$ cat src/rcspm_pkg.sv
// Shared types, register codes and widths for the servo pulse mapper.
// Depends on nothing; every other file of the block imports it.
package rcspm_pkg;

	// Port widths.
	localparam int VAL_W      = 16;
	localparam int PW_W       = 12;
	localparam int PCT_W      = 7;
	localparam int CFG_IDX_W  = 3;
	localparam int CFG_DATA_W = 16;

	// Mode codes. The spare code behaves as angle mode.
	localparam logic [1:0] MODE_RANGE = 2'd0;
	localparam logic [1:0] MODE_ANGLE = 2'd1;
	localparam logic [1:0] MODE_RAW   = 2'd2;
	localparam logic [1:0] MODE_SPARE = 2'd3;

	// Register indexes on the configuration port.
	localparam logic [CFG_IDX_W-1:0] REG_MODE       = 3'd0;
	localparam logic [CFG_IDX_W-1:0] REG_REVERSED   = 3'd1;
	localparam logic [CFG_IDX_W-1:0] REG_SPAN_LOW   = 3'd2;
	localparam logic [CFG_IDX_W-1:0] REG_SPAN_HIGH  = 3'd3;
	localparam logic [CFG_IDX_W-1:0] REG_PULSE_MIN  = 3'd4;
	localparam logic [CFG_IDX_W-1:0] REG_PULSE_MAX  = 3'd5;
	localparam logic [CFG_IDX_W-1:0] REG_PULSE_TRIM = 3'd6;

	// Register values after reset.
	localparam logic [1:0]        RST_MODE       = MODE_ANGLE;
	localparam logic              RST_REVERSED   = 1'b0;
	localparam logic [VAL_W-1:0]  RST_SPAN_LOW   = 16'd0;
	localparam logic [VAL_W-1:0]  RST_SPAN_HIGH  = 16'd4500;
	localparam logic [PW_W-1:0]   RST_PULSE_MIN  = 12'd1100;
	localparam logic [PW_W-1:0]   RST_PULSE_MAX  = 12'd1900;
	localparam logic [PW_W-1:0]   RST_PULSE_TRIM = 12'd1500;

	// Main divider: the rounded numerator 2|n|+|d| stays below 2^30 and the
	// doubled divisor below 2^17. The product magnitude stays below 2^28.
	localparam int DIV_NUM_W = 30;
	localparam int DIV_DEN_W = 17;
	localparam int DIV_STEPS = DIV_NUM_W;
	localparam int MAG_W     = 28;
	localparam int DMAG_W    = 16;
	localparam int TERM_W    = 30;
	localparam logic [DIV_DEN_W-1:0] RAW_DIVISOR = 17'd10;

	// Percent divider: 100 times a 12-bit offset, seven quotient bits.
	localparam int PNUM_W    = 19;
	localparam int PCT_STEPS = PCT_W;
	localparam logic [PCT_W-1:0] PCT_FULL = 7'd100;

	// Percent selection codes.
	localparam logic [1:0] PCT_LOW  = 2'd0;
	localparam logic [1:0] PCT_HIGH = 2'd1;
	localparam logic [1:0] PCT_MID  = 2'd2;

	// Pipeline depth from accepted start to the done strobe.
	localparam int FRONT_STAGES = 4;
	localparam int POST_STAGES  = 4;
	localparam int PIPE_DEPTH   = FRONT_STAGES + DIV_STEPS + POST_STAGES + PCT_STEPS + 1;

	typedef struct packed {
		logic [1:0]              mode;
		logic                    reversed;
		logic signed [VAL_W-1:0] span_low;
		logic signed [VAL_W-1:0] span_high;
		logic [PW_W-1:0]         pulse_min;
		logic [PW_W-1:0]         pulse_max;
		logic [PW_W-1:0]         pulse_trim;
	} cfg_t;

	typedef struct packed {
		logic                 valid;
		logic [DIV_NUM_W-1:0] num;
		logic [DIV_DEN_W-1:0] den;
		logic                 neg;
	} div_req_t;

	typedef struct packed {
		logic                 valid;
		logic [DIV_NUM_W-1:0] quo;
		logic                 neg;
	} div_rsp_t;

	typedef struct packed {
		logic [PW_W-1:0] pulse;
		logic            clamped;
		logic [1:0]      sel;
	} pct_ctx_t;

	typedef struct packed {
		logic              valid;
		logic [PNUM_W-1:0] pnum;
		pct_ctx_t          ctx;
	} pct_req_t;

endpackage

$ cat src/rcspm_front.sv
// Front end of the mapper: operand selection, signed multiply, magnitudes
// and the rounded-division operands. Depends on rcspm_pkg.
module rcspm_front (
	input  logic                            clk,
	input  logic                            arst_n,
	input  logic                            start,
	input  logic signed [rcspm_pkg::VAL_W-1:0] control_value,
	input  rcspm_pkg::cfg_t                 cfg,
	output rcspm_pkg::div_req_t             req
);
	import rcspm_pkg::*;

	logic signed [VAL_W:0]  v_ext;
	logic signed [VAL_W:0]  v_rev;
	logic signed [VAL_W:0]  a_d;
	logic signed [PW_W:0]   k_d;
	logic signed [VAL_W:0]  den_d;
	logic signed [PW_W:0]   mx_e;
	logic signed [PW_W:0]   mn_e;
	logic signed [PW_W:0]   tr_e;

	logic                   valid_s1;
	logic signed [VAL_W:0]  a_s1;
	logic signed [PW_W:0]   k_s1;
	logic signed [VAL_W:0]  den_s1;

	logic                   valid_s2;
	logic signed [TERM_W-1:0] prod_s2;
	logic signed [VAL_W:0]  den_s2;

	logic signed [TERM_W-1:0] prod_neg;
	logic signed [VAL_W:0]  den_neg;

	logic                   valid_s3;
	logic [MAG_W-1:0]       mag_s3;
	logic [DMAG_W-1:0]      dmag_s3;
	logic                   neg_s3;

	logic                   valid_s4;
	logic [DIV_NUM_W-1:0]   num_s4;
	logic [DIV_DEN_W-1:0]   den_s4;
	logic                   neg_s4;

	// Pick the multiplicand, slope and divisor for the active mode.
	always_comb begin
		v_ext = {control_value[VAL_W-1], control_value};
		v_rev = cfg.reversed ? -v_ext : v_ext;
		mx_e  = {1'b0, cfg.pulse_max};
		mn_e  = {1'b0, cfg.pulse_min};
		tr_e  = {1'b0, cfg.pulse_trim};
		unique case (cfg.mode)
			MODE_RANGE: begin
				a_d   = v_ext - {cfg.span_low[VAL_W-1], cfg.span_low};
				k_d   = mx_e - mn_e;
				den_d = {cfg.span_high[VAL_W-1], cfg.span_high}
					- {cfg.span_low[VAL_W-1], cfg.span_low};
			end
			MODE_RAW: begin
				// Sign of the reverse flag rides on the multiplier.
				a_d   = v_ext;
				k_d   = cfg.reversed ? -13'sd1 : 13'sd1;
				den_d = '0;
			end
			default: begin
				a_d   = v_rev;
				k_d   = (v_rev > 17'sd0) ? (mx_e - tr_e) : (tr_e - mn_e);
				den_d = {cfg.span_high[VAL_W-1], cfg.span_high};
			end
		endcase
	end

	// Valid bits of the front stages.
	always_ff @(posedge clk or negedge arst_n) begin
		if (!arst_n) begin
			valid_s1 <= 1'b0;
			valid_s2 <= 1'b0;
			valid_s3 <= 1'b0;
			valid_s4 <= 1'b0;
		end else begin
			valid_s1 <= start;
			valid_s2 <= valid_s1;
			valid_s3 <= valid_s2;
			valid_s4 <= valid_s3;
		end
	end

	// Magnitudes for the sign-magnitude divider.
	always_comb begin
		prod_neg = -prod_s2;
		den_neg  = -den_s2;
	end

	// Payload of the front stages.
	always_ff @(posedge clk) begin
		a_s1   <= a_d;
		k_s1   <= k_d;
		den_s1 <= den_d;

		prod_s2 <= a_s1 * k_s1;
		den_s2  <= den_s1;

		mag_s3  <= prod_s2[TERM_W-1] ? prod_neg[MAG_W-1:0] : prod_s2[MAG_W-1:0];
		dmag_s3 <= den_s2[VAL_W] ? den_neg[DMAG_W-1:0] : den_s2[DMAG_W-1:0];
		neg_s3  <= prod_s2[TERM_W-1] ^ den_s2[VAL_W];

		// Raw: |n| / 10 truncated. Else half away from zero: floor((2|n|+|d|)/2|d|).
		if (cfg.mode == MODE_RAW) begin
			num_s4 <= {2'b00, mag_s3};
			den_s4 <= RAW_DIVISOR;
		end else begin
			num_s4 <= {1'b0, mag_s3, 1'b0} + {{(DIV_NUM_W - DMAG_W){1'b0}}, dmag_s3};
			den_s4 <= {dmag_s3, 1'b0};
		end
		neg_s4 <= neg_s3;
	end

	assign req.valid = valid_s4;
	assign req.num   = num_s4;
	assign req.den   = den_s4;
	assign req.neg   = neg_s4;

endmodule

$ cat src/rcspm_div.sv
// Pipelined restoring divider, one quotient bit per stage, unsigned operands
// with a sign bit carried alongside. Depends on rcspm_pkg.
module rcspm_div (
	input  logic                clk,
	input  logic                arst_n,
	input  rcspm_pkg::div_req_t req,
	output rcspm_pkg::div_rsp_t rsp
);
	import rcspm_pkg::*;

	typedef struct packed {
		logic [DIV_DEN_W-1:0] rem;
		logic [DIV_NUM_W-1:0] nq;
		logic [DIV_DEN_W-1:0] den;
		logic                 neg;
	} div_stage_t;

	logic       valid_s [DIV_STEPS];
	div_stage_t stage_s [DIV_STEPS];
	logic       valid_d [DIV_STEPS];
	div_stage_t stage_d [DIV_STEPS];

	// One compare and subtract per stage; the numerator shifts out on the
	// left while quotient bits shift in on the right.
	always_comb begin
		div_stage_t           prev;
		logic                 prev_valid;
		logic [DIV_DEN_W:0]   shifted;
		logic [DIV_DEN_W:0]   diff;
		logic                 ge;
		for (int i = 0; i < DIV_STEPS; i++) begin
			if (i == 0) begin
				prev_valid = req.valid;
				prev.rem   = '0;
				prev.nq    = req.num;
				prev.den   = req.den;
				prev.neg   = req.neg;
			end else begin
				prev_valid = valid_s[i-1];
				prev       = stage_s[i-1];
			end
			shifted = {prev.rem, prev.nq[DIV_NUM_W-1]};
			diff    = shifted - {1'b0, prev.den};
			ge      = (shifted >= {1'b0, prev.den});
			valid_d[i]     = prev_valid;
			stage_d[i].rem = ge ? diff[DIV_DEN_W-1:0] : shifted[DIV_DEN_W-1:0];
			stage_d[i].nq  = {prev.nq[DIV_NUM_W-2:0], ge};
			stage_d[i].den = prev.den;
			stage_d[i].neg = prev.neg;
		end
	end

	// Valid bits travel with each stage.
	always_ff @(posedge clk or negedge arst_n) begin
		if (!arst_n) begin
			for (int i = 0; i < DIV_STEPS; i++) begin
				valid_s[i] <= 1'b0;
			end
		end else begin
			for (int i = 0; i < DIV_STEPS; i++) begin
				valid_s[i] <= valid_d[i];
			end
		end
	end

	// Stage payload.
	always_ff @(posedge clk) begin
		for (int i = 0; i < DIV_STEPS; i++) begin
			stage_s[i] <= stage_d[i];
		end
	end

	assign rsp.valid = valid_s[DIV_STEPS-1];
	assign rsp.quo   = stage_s[DIV_STEPS-1].nq;
	assign rsp.neg   = stage_s[DIV_STEPS-1].neg;

endmodule

$ cat src/rcspm_post.sv
// Back end of the mapper: signed term, unclamped pulse, clamp and the
// percent numerator. Depends on rcspm_pkg.
module rcspm_post (
	input  logic                clk,
	input  logic                arst_n,
	input  rcspm_pkg::div_rsp_t rsp,
	input  rcspm_pkg::cfg_t     cfg,
	output rcspm_pkg::pct_req_t req
);
	import rcspm_pkg::*;

	logic signed [TERM_W-1:0] q_mag;
	logic signed [TERM_W-1:0] term_d;
	logic signed [TERM_W-1:0] mn_w;
	logic signed [TERM_W-1:0] mx_w;
	logic signed [TERM_W-1:0] tr_w;
	logic signed [TERM_W-1:0] o_d;

	logic                     valid_s1;
	logic signed [TERM_W-1:0] term_s1;
	logic                     valid_s2;
	logic signed [TERM_W-1:0] o_s2;
	logic                     valid_s3;
	pct_ctx_t                 ctx_s3;
	logic [PW_W-1:0]          pdiff_s3;
	pct_ctx_t                 ctx_d;
	logic                     valid_s4;
	logic [PNUM_W-1:0]        pnum_s4;
	pct_ctx_t                 ctx_s4;

	// Quotient is below 2^29 for a nonzero divisor, so its top bit is clear.
	always_comb begin
		mn_w  = {{(TERM_W - PW_W){1'b0}}, cfg.pulse_min};
		mx_w  = {{(TERM_W - PW_W){1'b0}}, cfg.pulse_max};
		tr_w  = {{(TERM_W - PW_W){1'b0}}, cfg.pulse_trim};
		q_mag = {1'b0, rsp.quo[TERM_W-2:0]};
		term_d = rsp.neg ? -q_mag : q_mag;
		unique case (cfg.mode)
			MODE_RANGE: begin
				// A zero span uses the trim value as the term.
				if (cfg.span_high == cfg.span_low) begin
					term_d = tr_w;
				end
			end
			MODE_RAW: begin
				term_d = rsp.neg ? -q_mag : q_mag;
			end
			default: begin
				// A zero full-scale value gives no deflection.
				if (cfg.span_high == 16'sd0) begin
					term_d = '0;
				end
			end
		endcase
	end

	// Unclamped pulse.
	always_comb begin
		if (cfg.mode == MODE_RANGE) begin
			o_d = cfg.reversed ? (mx_w - term_s1) : (mn_w + term_s1);
		end else begin
			o_d = term_s1 + tr_w;
		end
	end

	// Clamp and percent case. With min above max the result is one bound.
	always_comb begin
		if (o_s2 < mn_w) begin
			ctx_d.pulse = cfg.pulse_min;
		end else if (o_s2 > mx_w) begin
			ctx_d.pulse = cfg.pulse_max;
		end else begin
			ctx_d.pulse = o_s2[PW_W-1:0];
		end
		ctx_d.clamped = (o_s2 < mn_w) || (o_s2 > mx_w);
		if (o_s2 <= mn_w) begin
			ctx_d.sel = PCT_LOW;
		end else if (o_s2 >= mx_w) begin
			ctx_d.sel = PCT_HIGH;
		end else begin
			ctx_d.sel = PCT_MID;
		end
	end

	always_ff @(posedge clk or negedge arst_n) begin
		if (!arst_n) begin
			valid_s1 <= 1'b0;
			valid_s2 <= 1'b0;
			valid_s3 <= 1'b0;
			valid_s4 <= 1'b0;
		end else begin
			valid_s1 <= rsp.valid;
			valid_s2 <= valid_s1;
			valid_s3 <= valid_s2;
			valid_s4 <= valid_s3;
		end
	end

	always_ff @(posedge clk) begin
		term_s1  <= term_d;
		o_s2     <= o_d;
		ctx_s3   <= ctx_d;
		pdiff_s3 <= o_s2[PW_W-1:0] - cfg.pulse_min;
		// Scaling by one hundred is a constant multiply.
		pnum_s4  <= PNUM_W'(pdiff_s3) * PNUM_W'(PCT_FULL);
		ctx_s4   <= ctx_s3;
	end

	assign req.valid = valid_s4;
	assign req.pnum  = pnum_s4;
	assign req.ctx   = ctx_s4;

endmodule

$ cat src/rcspm_pct.sv
// Percent divider and output register: seven restoring steps of
// 100*(out-min)/(max-min), then the reverse-aware percent. Depends on rcspm_pkg.
module rcspm_pct (
	input  logic                   clk,
	input  logic                   arst_n,
	input  rcspm_pkg::pct_req_t    req,
	input  rcspm_pkg::cfg_t        cfg,
	output logic                   done,
	output logic [rcspm_pkg::PW_W-1:0]  pulse_width,
	output logic                   was_clamped,
	output logic [rcspm_pkg::PCT_W-1:0] percent_position
);
	import rcspm_pkg::*;

	typedef struct packed {
		logic [PW_W-1:0]  rem;
		logic [PCT_W-1:0] nq;
		pct_ctx_t         ctx;
	} pct_stage_t;

	logic [PW_W-1:0]  span;
	logic             valid_s [PCT_STEPS];
	pct_stage_t       stage_s [PCT_STEPS];
	logic             valid_d [PCT_STEPS];
	pct_stage_t       stage_d [PCT_STEPS];
	logic [PCT_W-1:0] pct_d;
	logic             done_s8;
	logic [PW_W-1:0]  pulse_s8;
	logic             clamped_s8;
	logic [PCT_W-1:0] pct_s8;

	// Only the mid case is used, where out-min < max-min, so the quotient
	// fits seven bits and the top twelve numerator bits start below the span.
	assign span = cfg.pulse_max - cfg.pulse_min;

	always_comb begin
		pct_stage_t     prev;
		logic           prev_valid;
		logic [PW_W:0]  shifted;
		logic [PW_W:0]  diff;
		logic           ge;
		for (int i = 0; i < PCT_STEPS; i++) begin
			if (i == 0) begin
				prev_valid = req.valid;
				prev.rem   = req.pnum[PNUM_W-1:PCT_W];
				prev.nq    = req.pnum[PCT_W-1:0];
				prev.ctx   = req.ctx;
			end else begin
				prev_valid = valid_s[i-1];
				prev       = stage_s[i-1];
			end
			shifted = {prev.rem, prev.nq[PCT_W-1]};
			diff    = shifted - {1'b0, span};
			ge      = (shifted >= {1'b0, span});
			valid_d[i]     = prev_valid;
			stage_d[i].rem = ge ? diff[PW_W-1:0] : shifted[PW_W-1:0];
			stage_d[i].nq  = {prev.nq[PCT_W-2:0], ge};
			stage_d[i].ctx = prev.ctx;
		end
	end

	// Final percent, mirrored when the channel is reversed.
	always_comb begin
		case (stage_s[PCT_STEPS-1].ctx.sel)
			PCT_LOW:  pct_d = cfg.reversed ? PCT_FULL : '0;
			PCT_HIGH: pct_d = cfg.reversed ? '0 : PCT_FULL;
			default:  pct_d = cfg.reversed ? (PCT_FULL - stage_s[PCT_STEPS-1].nq)
				: stage_s[PCT_STEPS-1].nq;
		endcase
	end

	always_ff @(posedge clk or negedge arst_n) begin
		if (!arst_n) begin
			for (int i = 0; i < PCT_STEPS; i++) begin
				valid_s[i] <= 1'b0;
			end
			done_s8 <= 1'b0;
		end else begin
			for (int i = 0; i < PCT_STEPS; i++) begin
				valid_s[i] <= valid_d[i];
			end
			done_s8 <= valid_s[PCT_STEPS-1];
		end
	end

	always_ff @(posedge clk) begin
		for (int i = 0; i < PCT_STEPS; i++) begin
			stage_s[i] <= stage_d[i];
		end
		pulse_s8   <= stage_s[PCT_STEPS-1].ctx.pulse;
		clamped_s8 <= stage_s[PCT_STEPS-1].ctx.clamped;
		pct_s8     <= pct_d;
	end

	assign done             = done_s8;
	assign pulse_width      = pulse_s8;
	assign was_clamped      = clamped_s8;
	assign percent_position = pct_s8;

endmodule

$ cat src/rc_servo_pwm_mapper_top.sv
// Top level of the servo pulse mapper: configuration registers and the
// pipeline chain. Depends on rcspm_pkg, rcspm_front, rcspm_div, rcspm_post, rcspm_pct.

// Maps a signed control value to a clamped servo pulse width, a clamp flag
// and a percent position. A control value is taken on every clock edge at
// which start is high; busy is always low, so one transaction can enter in
// every cycle. Each result appears for one cycle, marked by done; results
// leave in order and cannot be held off. The depth is set by the 30-stage
// restoring divider (one quotient bit per stage) that forms the rounded range
// and angle terms, plus a 7-stage divider for the percent. Registers are
// written through cfg_we, cfg_index and cfg_data and should only change while
// no transaction is in flight.
module rc_servo_pwm_mapper_top (
	input  logic                                 clk,
	input  logic                                 arst_n,
	input  logic                                 start,
	output logic                                 busy,
	input  logic signed [rcspm_pkg::VAL_W-1:0]   control_value,
	input  logic                                 cfg_we,
	input  logic [rcspm_pkg::CFG_IDX_W-1:0]      cfg_index,
	input  logic [rcspm_pkg::CFG_DATA_W-1:0]     cfg_data,
	output logic                                 done,
	output logic [rcspm_pkg::PW_W-1:0]           pulse_width,
	output logic                                 was_clamped,
	output logic [rcspm_pkg::PCT_W-1:0]          percent_position
);
	import rcspm_pkg::*;

	cfg_t     cfg_q;
	div_req_t div_req;
	div_rsp_t div_rsp;
	pct_req_t pct_req;

	// Configuration registers.
	always_ff @(posedge clk or negedge arst_n) begin
		if (!arst_n) begin
			cfg_q.mode       <= RST_MODE;
			cfg_q.reversed   <= RST_REVERSED;
			cfg_q.span_low   <= RST_SPAN_LOW;
			cfg_q.span_high  <= RST_SPAN_HIGH;
			cfg_q.pulse_min  <= RST_PULSE_MIN;
			cfg_q.pulse_max  <= RST_PULSE_MAX;
			cfg_q.pulse_trim <= RST_PULSE_TRIM;
		end else if (cfg_we) begin
			unique case (cfg_index)
				REG_MODE:       cfg_q.mode       <= cfg_data[1:0];
				REG_REVERSED:   cfg_q.reversed   <= cfg_data[0];
				REG_SPAN_LOW:   cfg_q.span_low   <= cfg_data;
				REG_SPAN_HIGH:  cfg_q.span_high  <= cfg_data;
				REG_PULSE_MIN:  cfg_q.pulse_min  <= cfg_data[PW_W-1:0];
				REG_PULSE_MAX:  cfg_q.pulse_max  <= cfg_data[PW_W-1:0];
				REG_PULSE_TRIM: cfg_q.pulse_trim <= cfg_data[PW_W-1:0];
				default: ;
			endcase
		end
	end

	// The pipeline never stalls.
	assign busy = 1'b0;

	rcspm_front u_front (
		.clk           (clk),
		.arst_n        (arst_n),
		.start         (start),
		.control_value (control_value),
		.cfg           (cfg_q),
		.req           (div_req)
	);

	rcspm_div u_div (
		.clk    (clk),
		.arst_n (arst_n),
		.req    (div_req),
		.rsp    (div_rsp)
	);

	rcspm_post u_post (
		.clk    (clk),
		.arst_n (arst_n),
		.rsp    (div_rsp),
		.cfg    (cfg_q),
		.req    (pct_req)
	);

	rcspm_pct u_pct (
		.clk              (clk),
		.arst_n           (arst_n),
		.req              (pct_req),
		.cfg              (cfg_q),
		.done             (done),
		.pulse_width      (pulse_width),
		.was_clamped      (was_clamped),
		.percent_position (percent_position)
	);

`ifndef NO_ASSERTIONS
	// Every result traces back to a start exactly one pipeline depth earlier.
	a_done_has_start: assert property (@(posedge clk) disable iff (!arst_n)
		done |-> $past(start, PIPE_DEPTH))
		else $error("done without a start one pipeline depth earlier");

	// The divider keeps its latency: no item appears early or out of thin air.
	a_div_latency: assert property (@(posedge clk) disable iff (!arst_n)
		div_rsp.valid |-> $past(div_req.valid, DIV_STEPS))
		else $error("divider output valid without matching input");
`endif

endmodule

$ cat config.mk
export PLATFORM = sky130hd
export DESIGN_NAME = rc_servo_pwm_mapper_top
export DESIGN_NICKNAME = d
export VERILOG_FILES = /design/src/rcspm_pkg.sv /design/src/rcspm_front.sv /design/src/rcspm_div.sv /design/src/rcspm_post.sv /design/src/rcspm_pct.sv /design/src/rc_servo_pwm_mapper_top.sv
export SDC_FILE = /design/constraint.sdc
export NUM_CORES = 2
export LEC_CHECK = 0
export BUFFER_PORTS_ARGS = -buffer_cell sky130_fd_sc_hd__buf_2
export CAP_MARGIN = 10
export CORE_ASPECT_RATIO = 0.7
export CORE_UTILIZATION = 42
export DETAILED_ROUTE_END_ITERATION = 10
export PLACE_DENSITY = 0.62
export SETUP_SLACK_MARGIN = 0.4
export SLEW_MARGIN = 20
export SYNTH_ARGS = -nofsm -noshare
export SYNTH_HDL_FRONTEND = slang
export SYNTH_SLANG_ARGS = --single-unit
$ cat constraint.sdc
create_clock -name clk -period 6.6 [get_ports clk]
set_input_delay 0.66 -clock clk [delete_from_list [all_inputs] [get_ports clk]]
set_output_delay 0.66 -clock clk [all_outputs]
set_load 0.01 [all_outputs]
==> flow_summary_export.csv <==
group,metric,value,unit
status,status,"completed",
clocking,clk_pin_slew,70,ps
drt,antenna_left,0,
global_route,grt.total_usage,0.176,
place,place_area,106000,µm²
synthesis,ys_async_sr_fraction,0.0466,
drt,vias,66800,
sta,tightest_slew,1030,ps
place,port_buffers,59,
synthesis,synthAdderAreaFrac,0.150,
finish,syn2layout_area_growth,12.2,%
finish,n_fill_cell,21700,
synthesis,syn_inst,9724,
synthesis,syn_area_per_cell,10.5,µm²
global_route,antenna_found_initial,10,
floorplan,die_area,245000,µm²
sta,max_freq,169,MHz
drt,drtPass1Iterations,6,
worst_hold_path,min_from,"cfg_data[12]",
worst_setup_path,cpMaxStageDelayCell,"fa_1",
synthesis,synth-xor-area-share,0.0514,
worst_setup_path,crit_fanout,13,
sta,fin_crit_sh,0.897,
worst_setup_path,startpoint_type,"flip-flop",
sta,fin_setup_tns,0,ps
global_route,gr-total-overflow,0,
worst_hold_path,min_path_type,"in -> reg",
drt,avgViaCountPerCell,5.02,
global_route,grt_pass1_wl,354,mm
global_route,grt_use_met2,0.265,
sta,rsz0062_at_grt,"no",
worst_setup_path,path_cells,"and2_1 -> fa_1 -> inv_1 -> fa_1 -> inv_1 -> fa_1 -> inv_1 -> fa_1 -> inv_1 -> fa_1 -> ha_1 -> ha_1 -> o21ai_0 -> o211ai_1 -> nand3_1 -> o21ai_2 -> nand4_1 -> a31oi_4 -> and2_1 -> o21ai_0 -> a221oi_1",
finish,multi_input_area,46700,µm²
worst_setup_path,cp_data_required_time,7370,ps
drt,finalWirelength,218,mm
worst_setup_path,crit_buf_inv,4,
job,drv_cap,0,
place,routabilityCongestion,0.875,
global_route,grt_pass1_vias,66000,
worst_setup_path,cp.arrival,6690,ps
synthesis,synth_ff_type,"dfxtp_1",
finish,layout.cells.non_filler,13300,
finish,layout_commonest_cell,"dfxtp_1",
worst_setup_path,ff2ff_setup_slack,680,ps
finish,mostFrequentLayoutCells,"dfxtp_1 (2387), inv_1 (1024), ha_1 (812)",
sta,hold_slack,79.2,ps
worst_setup_path,crit_path_max_incr_delay,530,ps
synthesis,synth_compound_area_frac,0.111,
worst_setup_path,cpMostUsedCell,"fa_1",
floorplan,start_util,0.425,
worst_hold_path,holdPathEnd,"cfg_q[64]",
synthesis,synth_area,102000,µm²
drt,wl_per_cell,16.4,µm
clocking,cts_tree,"built",
finish,seq_area,50900,µm²
worst_setup_path,cp_top_family,"adder cells",
synthesis,yosysSeqAreaShare,0.500,
clocking,insertion_delay,890,ps
synthesis,yosysWarnings,0,
sta,skew,100,ps
worst_setup_path,r2r_cells,21,
drt,drtIter0Drc,4251,
synthesis,synthMuxAreaShare,0.0405,
floorplan,row_count,150,
worst_hold_path,hold_depth,3,
floorplan,dieWidth,591,µm
finish,fin_nets,11000,
sta,final-hold-violation-count,0,
synthesis,yosys.area_share.simple,0.103,
clocking,root_buffer,"clkbuf_16",
worst_setup_path,reg2reg_from,"u_front.a_s1[6]",
clocking,cts.sink_count,2513,
floorplan,num_io_pins,61,
sta,finalSetupViolations,0,
sta,slew-limit-headroom,0.312,
sta,slew_viol_final,0,
global_route,grtUsageMet1,0.264,
synthesis,syn_nets,10800,
worst_setup_path,crit_path_end_kind,"flip-flop",
global_route,busiest_layer,"met2",
clocking,cts.htree.levels,4,
clocking,clockBufferDepth,4,
floorplan,core,240000,µm²
synthesis,synth_top_family_by_area,"adder cells",
synthesis,synth-seq-cells,2513,
floorplan,die_h,414,µm
finish,drive_gt1_frac,0.0932,
synthesis,ys_types,82,
global_route,gr-usage-met3,0.0267,
drt,drc,0,
place,placed_cells,12900,
worst_setup_path,worst-setup-path-type,"reg -> reg",
sta,finalCriticalPeriod,5920,ps
synthesis,synth_edf_count,0,
place,detailed_place_hpwl,166,mm
worst_setup_path,r2r_end,"u_front.prod_s2[24]",
finish,design_area,114000,µm²
global_route,grt_max_degree,62,
clocking,cts_made_buffers,234,
-- sequential cells by signal, indices dropped and copies added (netlist names), 6 cells and up --
name                    flops
cfg_q                      71
u_div.stage_s            1857
u_div.valid_d              29
u_front.a_s1               17
u_front.den_s1             17
u_front.den_s2             17
u_front.den_s4             16
u_front.dmag_s3            16
u_front.k_s1               13
u_front.mag_s3             28
u_front.num_s4             30
u_front.prod_s2            29
u_pct.percent_position      7
u_pct.pulse_width          12
u_pct.stage_s             215
u_pct.valid_d               6
u_post.ctx_s3              15
u_post.o_s2                30
u_post.pdiff_s3            12
u_post.pnum_s4             17
u_post.req                 15
u_post.term_s1             30
-- kinds of logic (layout without fill, tap and decap cells) --
| family | count (synthesis) | count (layout) |
|---|---|---|
| buffers and inverters | 1207 | 1577 |
| other | 1 | 4 |
| and+or+nand+nor | 2145 | 2145 |
| adders and majority gates | 1069 | 1069 |
| AOI/OAI and AO/OA | 1816 | 1816 |
| xor gates and xnor gates | 598 | 598 |
| DFF | 2513 | 2513 |
| muxes | 375 | 375 |
-- cells in the mapped netlist (all sizes together) (155+ instances only) --
library cell	n	area share
a21oi	505	0.025
a21o	155	0.011
mux2	302	0.033
clkbuf	164	0.0060
fa	257	0.050
xor2	243	0.021
inv	1024	0.038
dfxtp	2396	0.47
ha	812	0.10
nor2	496	0.018
nor3	166	0.0082
xnor2	355	0.031
nand2	650	0.024
o21ai	528	0.026
-- worst register-to-register path, stage by stage (launching register included) --
cell and delay [ps]:
dfxtp_2 420, and2_1 220, fa_1 500, inv_1 60, fa_1 530, inv_1 50, fa_1 500, inv_1 50
fa_1 480, inv_1 60, fa_1 480, ha_1 300, ha_1 330, o21ai_0 140, o211ai_1 250, nand3_1 200
o21ai_2 210, nand4_1 220, a31oi_4 320, and2_1 180, o21ai_0 80, a221oi_1 270
-- per-stage QoR --
step | setup slack [ps] | util
6_report | 680 | 0.476
4_1_cts | 407 | 0.476
3_5_place_dp | 237 | 0.442
3_3_place_gp | 305 | 0.442
2_1_floorplan | 893 | -
5_1_grt | 380 | 0.476
-- repair_timing --
item | 4_1_cts | 5_1_grt
endpoints found under the setup margin | 2 | 5
gates resized for setup | 5 | 14
cloned | 0 | 0
hold endpoints to repair | 59 | 0
hold buffers | 5 | 0
pin swaps | 0 | 1
buffers inserted | 0 | 0
-- area by class of cell --
class,count,share of cell area
flip-flops and latches,2513,0.445
well taps,3192,0.0349
multi-input cells,6004,0.408
diodes,3,0.0000656
clock inverters,121,0.0133
inverters,1026,0.0337
repair buffers,125,0.00711
clock buffers,305,0.0571
-- routing by layer --
metal	wire length, µm	up-vias
met3	11400	319
met5	25	-
li1	-	33200
met4	4610	4
met1	111000	31800
met2	91700	1447
-- worst max path at each step --
stage	startpoint	cells past startpoint	endpoint	slack [ps]
4_1_cts	u_front.a_s1[9]	20	u_front.prod_s2[29]	410
3_5_place_dp	u_front.a_s1[7]	21	u_front.prod_s2[24]	240
2_1_floorplan	u_front.k_s1[6]	20	u_front.prod_s2[29]	890
5_1_grt	u_front.a_s1[6]	21	u_front.prod_s2[24]	380
6_report	u_front.a_s1[6]	21	u_front.prod_s2[24]	680
3_3_place_gp	u_front.a_s1[7]	21	u_front.prod_s2[24]	300
Power is left out: the tool's default activity adds up to more than one toggle a clock period on the data nets, which glitch-free logic cannot reach.
